## src/hw/rtl/bmmd_pkg.sv

```systemverilog
// Package for the banked memory map decoder: access kinds, map constants,
// the front-to-back queue entry type. No dependencies.
package bmmd_pkg;

    typedef enum logic [2:0] {
        K_READ     = 3'd0,
        K_WRITE    = 3'd1,
        K_LOAD_ROM = 3'd2,
        K_LOAD_DSK = 3'd3,
        K_SET_KBD  = 3'd4
    } t_kind;

    localparam int AW = 16;
    localparam int RAM_PAGE_DEPTH = 65536;
    localparam int ROM_DEPTH = 2048;
    localparam int ROM_DISK_DEPTH = 65536;
    localparam int ROM_AW = $clog2(ROM_DEPTH);
    localparam int DSK_AW = $clog2(ROM_DISK_DEPTH);
    localparam int RAM_AW = $clog2(RAM_PAGE_DEPTH);

    localparam logic [15:0] AREA_MASK = 16'hFC00;
    localparam logic [15:0] AREA_RAM0 = 16'hF000;
    localparam logic [15:0] AREA_PORT = 16'hF400;
    localparam logic [15:0] AREA_CTRL = 16'hF800;
    localparam logic [15:0] AREA_NONE = 16'hFC00;
    localparam logic [7:0]  BYTE_FF   = 8'hFF;
    localparam logic [31:0] WORD_FF   = 32'hFFFF_FFFF;

    // Decoded class of one beat.
    typedef enum logic [3:0] {
        C_NONE, C_RD_ROM, C_RD_RAM0, C_RD_RAM1, C_RD_PORT, C_RD_FF,
        C_WR_RAM0, C_WR_RAM1, C_WR_PORT, C_WR_CTRL, C_LD_ROM, C_LD_DSK,
        C_SET_KBD, C_WR_DROP
    } t_cls;

    typedef struct packed {
        t_cls        cls;
        logic [15:0] addr;
        logic [7:0]  data;
        logic        vid_hit;
    } t_entry;

endpackage

```

## src/hw/rtl/bmmd_front.sv

```systemverilog
// Front part: accepts beats and classifies them against the address map.
// Depends on bmmd_pkg; reads boot/page/video-buffer state from the back part.
module bmmd_front import bmmd_pkg::*; (
    input  logic        i_clk,
    input  logic        i_rst_n,
    input  logic        i_take,
    input  logic [2:0]  i_kind,
    input  logic [15:0] i_address,
    input  logic [7:0]  i_write_data,
    input  logic        i_boot_done,
    input  logic [1:0]  i_page,
    input  logic [1:0]  i_vbuf,
    output logic        o_valid,
    output t_entry      o_entry
);
    logic   r_valid;
    t_entry r_entry, n_entry;
    logic [15:0] area;

    always_comb begin
        area = i_address & AREA_MASK;
        n_entry.addr = i_address;
        n_entry.data = i_write_data;
        n_entry.vid_hit = (i_address[15:14] == ~i_vbuf) && (i_address[13:12] != 2'b11);
        n_entry.cls = C_NONE;
        unique case (i_kind)
            K_READ: begin
                if (!i_boot_done) n_entry.cls = C_RD_ROM;
                else if (area == AREA_RAM0) n_entry.cls = C_RD_RAM0;
                else if (area == AREA_PORT) n_entry.cls = C_RD_PORT;
                else if (area == AREA_CTRL || area == AREA_NONE) n_entry.cls = C_RD_ROM;
                else if (i_page == 2'd0) n_entry.cls = C_RD_RAM0;
                else if (i_page == 2'd1) n_entry.cls = C_RD_RAM1;
                else n_entry.cls = C_RD_FF;
            end
            K_WRITE: begin
                if (area == AREA_RAM0) n_entry.cls = C_WR_RAM0;
                else if (area == AREA_PORT) n_entry.cls = C_WR_PORT;
                else if (area == AREA_CTRL) n_entry.cls = C_WR_CTRL;
                else if (area == AREA_NONE) n_entry.cls = C_NONE;
                else if (i_page == 2'd0) n_entry.cls = C_WR_RAM0;
                else if (i_page == 2'd1) n_entry.cls = C_WR_RAM1;
                else n_entry.cls = C_WR_DROP;
            end
            K_LOAD_ROM: n_entry.cls = C_LD_ROM;
            K_LOAD_DSK: n_entry.cls = C_LD_DSK;
            K_SET_KBD:  n_entry.cls = C_SET_KBD;
            default:    n_entry.cls = C_NONE;
        endcase
        if (i_kind != K_WRITE || area >= AREA_RAM0) n_entry.vid_hit = 1'b0;
    end

    always_ff @(posedge i_clk) begin
        if (!i_rst_n) begin
            r_valid <= 1'b0;
        end else begin
            r_valid <= i_take;
        end
        if (i_take) begin
            r_entry <= n_entry;
        end
    end

    assign o_valid = r_valid;
    assign o_entry = r_entry;
endmodule

```

## config.mk

```make
export PLATFORM = sky130hd
export DESIGN_NAME = bmmd_front
export DESIGN_NICKNAME = d
export VERILOG_FILES = /design/src/hw/rtl/bmmd_pkg.sv /design/src/hw/rtl/bmmd_front.sv
export SDC_FILE = /design/constraint.sdc
export NUM_CORES = 1
export LEC_CHECK = 0
export ABC_AREA = 0
export BUFFER_PORTS_ARGS = -buffer_cell sky130_fd_sc_hd__buf_2
export CAP_MARGIN = 20
export CORE_MARGIN = 10
export CORE_UTILIZATION = 38
export CTS_CLUSTER_DIAMETER = 80
export CTS_CLUSTER_SIZE = 16
export DETAILED_ROUTE_END_ITERATION = 10
export GPL_ROUTABILITY_DRIVEN = 0
export PLACE_DENSITY = 0.74
export SYNTH_ARGS = -nofsm -noshare
export SYNTH_HDL_FRONTEND = slang
export SYNTH_SLANG_ARGS = --single-unit
```

## constraint.sdc

```tcl
create_clock -name i_clk -period 1.1 [get_ports i_clk]
set_clock_uncertainty 0.1 [all_clocks]
set_input_delay 0.055 -clock i_clk [delete_from_list [all_inputs] [get_ports i_clk]]
set_output_delay 0.055 -clock i_clk [all_outputs]
set_load 0.005 [all_outputs]
```

==> run_results.csv <==
group,metric,value,unit
power,powerDensity,1300,nW/um^2
finish,layout-drive-gt1-share,46.4,%
clock_tree,ctsResizeCount,0,
worst_setup_path,crit_buf_inv,2,
outcome,status,"finished clean",
sta,layout_worst_path_cycle_share,96.3,%
sta,rsz0062_at_grt,"no",
finish,fin_nets,202,
yosys,yosysWarningCount,0,
sta,slew_headroom,76.6,%
power,vdd_drop_max,931,uV
grt,use_met2,20.5,%
drt,vias_per_cell,4.89,
worst_setup_path,crit_cells,3,
worst_setup_path,crit_chain,"buf_2, dlygate4sd3_1, o31a_1",
grt,met1_usage,12.6,%
worst_setup_path,critPathTopFamily,"buffers and inverters",
worst_setup_path,crit_slowest_cell,"dlygate4sd3_1",
yosys,syn_inst,65,
sta,post-route-min-period,1060,ps
floorplan,rows,19,
placed_design,hpwl,2.34,mm
yosys,synth_area,1100,um^2
sta,worst_pin_slew,348,ps
worst_setup_path,cp.arrival,1030,ps
worst_setup_path,worstSetupEndpoint,"o_entry[28]$_DFFE_PP_",
clock_tree,cts.sinks,30,
finish,area_growth,67.0,%
power,p_int,1.86,mW
drt,drt_iter0_markers,112,
clock_tree,cts_max_level,2,
grt,grt_pass1_vias,981,
clock_tree,cts_made_buffers,5,
sta,finalSetupViolCount,0,
clock_tree,cts_tree,"built",
worst_setup_path,worstSetupPathType,"input pin to flop",
clock_tree,clk_pin_slew_worst_paths,90,ps
worst_hold_path,hold_class,"input pin to flop",
finish,num_antenna_cells,0,
yosys,seq_area_frac_synth,81.1,%
drt,first_pass_iters,4,
worst_setup_path,endpoint_kind,"flop",
sta,report.final.hold_viol_count,0,
floorplan,die_x,73.8,um
floorplan,core_area,2760,um^2
worst_setup_path,startpoint_type,"input pin",
drt,wire_per_inst,16.6,um
grt,grt_pass1_wl,5.09,mm
sta,fmax,0.944,GHz
yosys,synth_area_per_cell,16.9,um^2
worst_setup_path,worstPathMaxFanout,5,
power,seqPwrFrac,57.5,%
drt,vias,974,
power,leakage,0.791,nW
floorplan,start_util,39.8,%
worst_setup_path,critPathMaxStageDelay,580,ps
floorplan,dieArea,5440,um^2
drt,routed_wl,3.31,mm
run,maxCapViolations,0,
drt,drc_errors,0,
power,combPwrFrac,14.8,%
grt,grt_max_degree,31,
yosys,synth_seq_cells,30,
yosys,synth_fp_nets,100,
worst_setup_path,crit_start,"i_kind[2]",
power,netSwitchingPower,0.522,mW
power,pwr-share-clk,27.7,%
clock_tree,clk_path_buf_depth,2,
drt,drtAntennaViolNets,0,
grt,grt_util_met3,5.52,%
grt,grt-busiest-layer,"met2",
grt,grt_usage,12.4,%
placed_design,dp.cells,164,
worst_setup_path,cp.required,1070,ps
clock_tree,post_cts_buffers,0,
power,swShare,21.9,%
floorplan,die_h,73.8,um
finish,finalNonFillerCells,199,
placed_design,io_buffer_count,64,
floorplan,pin_count,65,
clock_tree,cts_root_buf,"clkbuf_4",
grt,antenna_found_initial,0,
yosys,synth.distinct_cells,23,
sta,hold-worst-slack,50.5,ps
sta,fin_tns_setup,0,ps
sta,report.final.slew_viol_count,0,
grt,grt_overflow_total,0,
-- placed cells by master (no fill, tap or decap) --
| master | count |
|---|---|
| o22ai_1 | 1 |
| xor2_1 | 2 |
| nor3_1 | 4 |
| clkbuf_8 | 1 |
| and4_4 | 1 |
| a21oi_1 | 2 |
| nor2_2 | 1 |
| o21bai_1 | 1 |
| edfxtp_1 | 29 |
| a211oi_1 | 1 |
| o21ai_0 | 2 |
| clkbuf_4 | 5 |
| dfxtp_1 | 1 |
| buf_4 | 4 |
| nand4_1 | 2 |
| nor2b_1 | 1 |
| inv_1 | 1 |
| buf_12 | 1 |
| dlygate4sd3_1 | 27 |
| o21a_1 | 1 |
| a22o_1 | 1 |
| a311oi_1 | 1 |
| nor2_1 | 5 |
| buf_2 | 64 |
| o31a_1 | 1 |
| nand2_1 | 2 |
| clkinv_2 | 1 |
| clkbuf_1 | 1 |
| and2_1 | 2 |
| nand2b_1 | 2 |
-- what timing repair did --
action / 4_1_cts / 5_1_grt
endpoints found under the hold margin: 28 / 0
hold buffers: 27 / 0
endpoints found under the setup margin: 0 / 0
-- per-stage QoR --
| step | util (%) | worst slack, ps | power (mW) | instance area, um^2 |
|---|---|---|---|---|
| after floorplan | - | 39.2 | 1.46 | 1100 |
| after global placement | 54.5 | -110 | 1.66 | 1500 |
| after detailed placement | 54.5 | -183 | 1.68 | 1500 |
| after CTS | 66.5 | 53.8 | 2.40 | 1830 |
| after global routing | 66.5 | 21.0 | 2.48 | 1830 |
| final | 66.5 | 40.6 | 2.39 | 1830 |
-- cell usage after synthesis --
cell type	count	share of area (%)
o21a_1	1	0.68
a211oi_1	1	0.68
nor2_2	1	0.57
nand2_1	2	0.68
nor3_1	4	1.8
xor2_1	2	1.6
edfxtp_1	29	79
o21bai_1	1	0.68
nand2b_1	2	1.1
nor2_1	5	1.7
dfxtp_1	1	1.8
o31a_1	1	0.80
and4_4	1	1.0
o22ai_1	1	0.57
a22o_1	1	0.80
nor2b_1	1	0.57
a21oi_1	2	0.91
a311oi_1	1	0.80
and2_1	2	1.1
inv_1	1	0.34
nand4_1	2	1.1
clkbuf_1	1	0.34
o21ai_0	2	0.91
-- kinds of logic (layout without fill, tap and decap cells) --
group	Yosys count	in the layout	share of synthesized area, %
DFF	30	30	81.1
and+or+nand+nor	20	20	9.80
AOI/OAI and AO/OA	11	11	6.84
xor gates and xnor gates	2	2	1.59
buffers and inverters	2	105	0.683
-- cell type report --
| type | count | area (um^2) |
|---|---|---|
| multi-input combinational | 33 | 200 |
| clock inverter | 1 | 5.00 |
| clock buffer | 7 | 55.1 |
| timing repair buffer | 96 | 641 |
| sequential | 30 | 891 |
| tap | 31 | 38.8 |
| inverter | 1 | 3.75 |
| fill | 186 | 923 |
-- registers in the layout, indices dropped and copies added (netlist names) --
register and count:
o_valid 1, o_entry 29
-- routing by layer --
metal  part of all wire [%]  vias up
li1                       -      457
met1                     35      453
met2                     50       58
met3                     13        6
met4                    1.9        0
met5                      0        -
-- worst min path at each step --
stage	cells past startpoint	start	end	slack, ps
final	4	i_vbuf[0]	o_entry[0]$_SDFFCE_PP0P_	50
after global routing	3	i_boot_done	o_entry[25]$_DFFE_PP_	40
after CTS	3	i_boot_done	o_entry[25]$_DFFE_PP_	30
after detailed placement	1	i_write_data[2]	o_entry[3]$_DFFE_PP_	130
after global placement	1	i_write_data[7]	o_entry[8]$_DFFE_PP_	130
after floorplan	0	i_address[1]	o_entry[10]$_DFFE_PP_	50
-- power groups by stage --
stage	Sequential, mW	Combinational [mW]	Clock [mW]
after CTS	1.37	0.354	0.679
after floorplan	1.41	0.0479	0
after global placement	1.39	0.270	0
after global routing	1.38	0.386	0.715
after detailed placement	1.40	0.279	0
final	1.37	0.352	0.662
(Power assumes the default switching activity.)
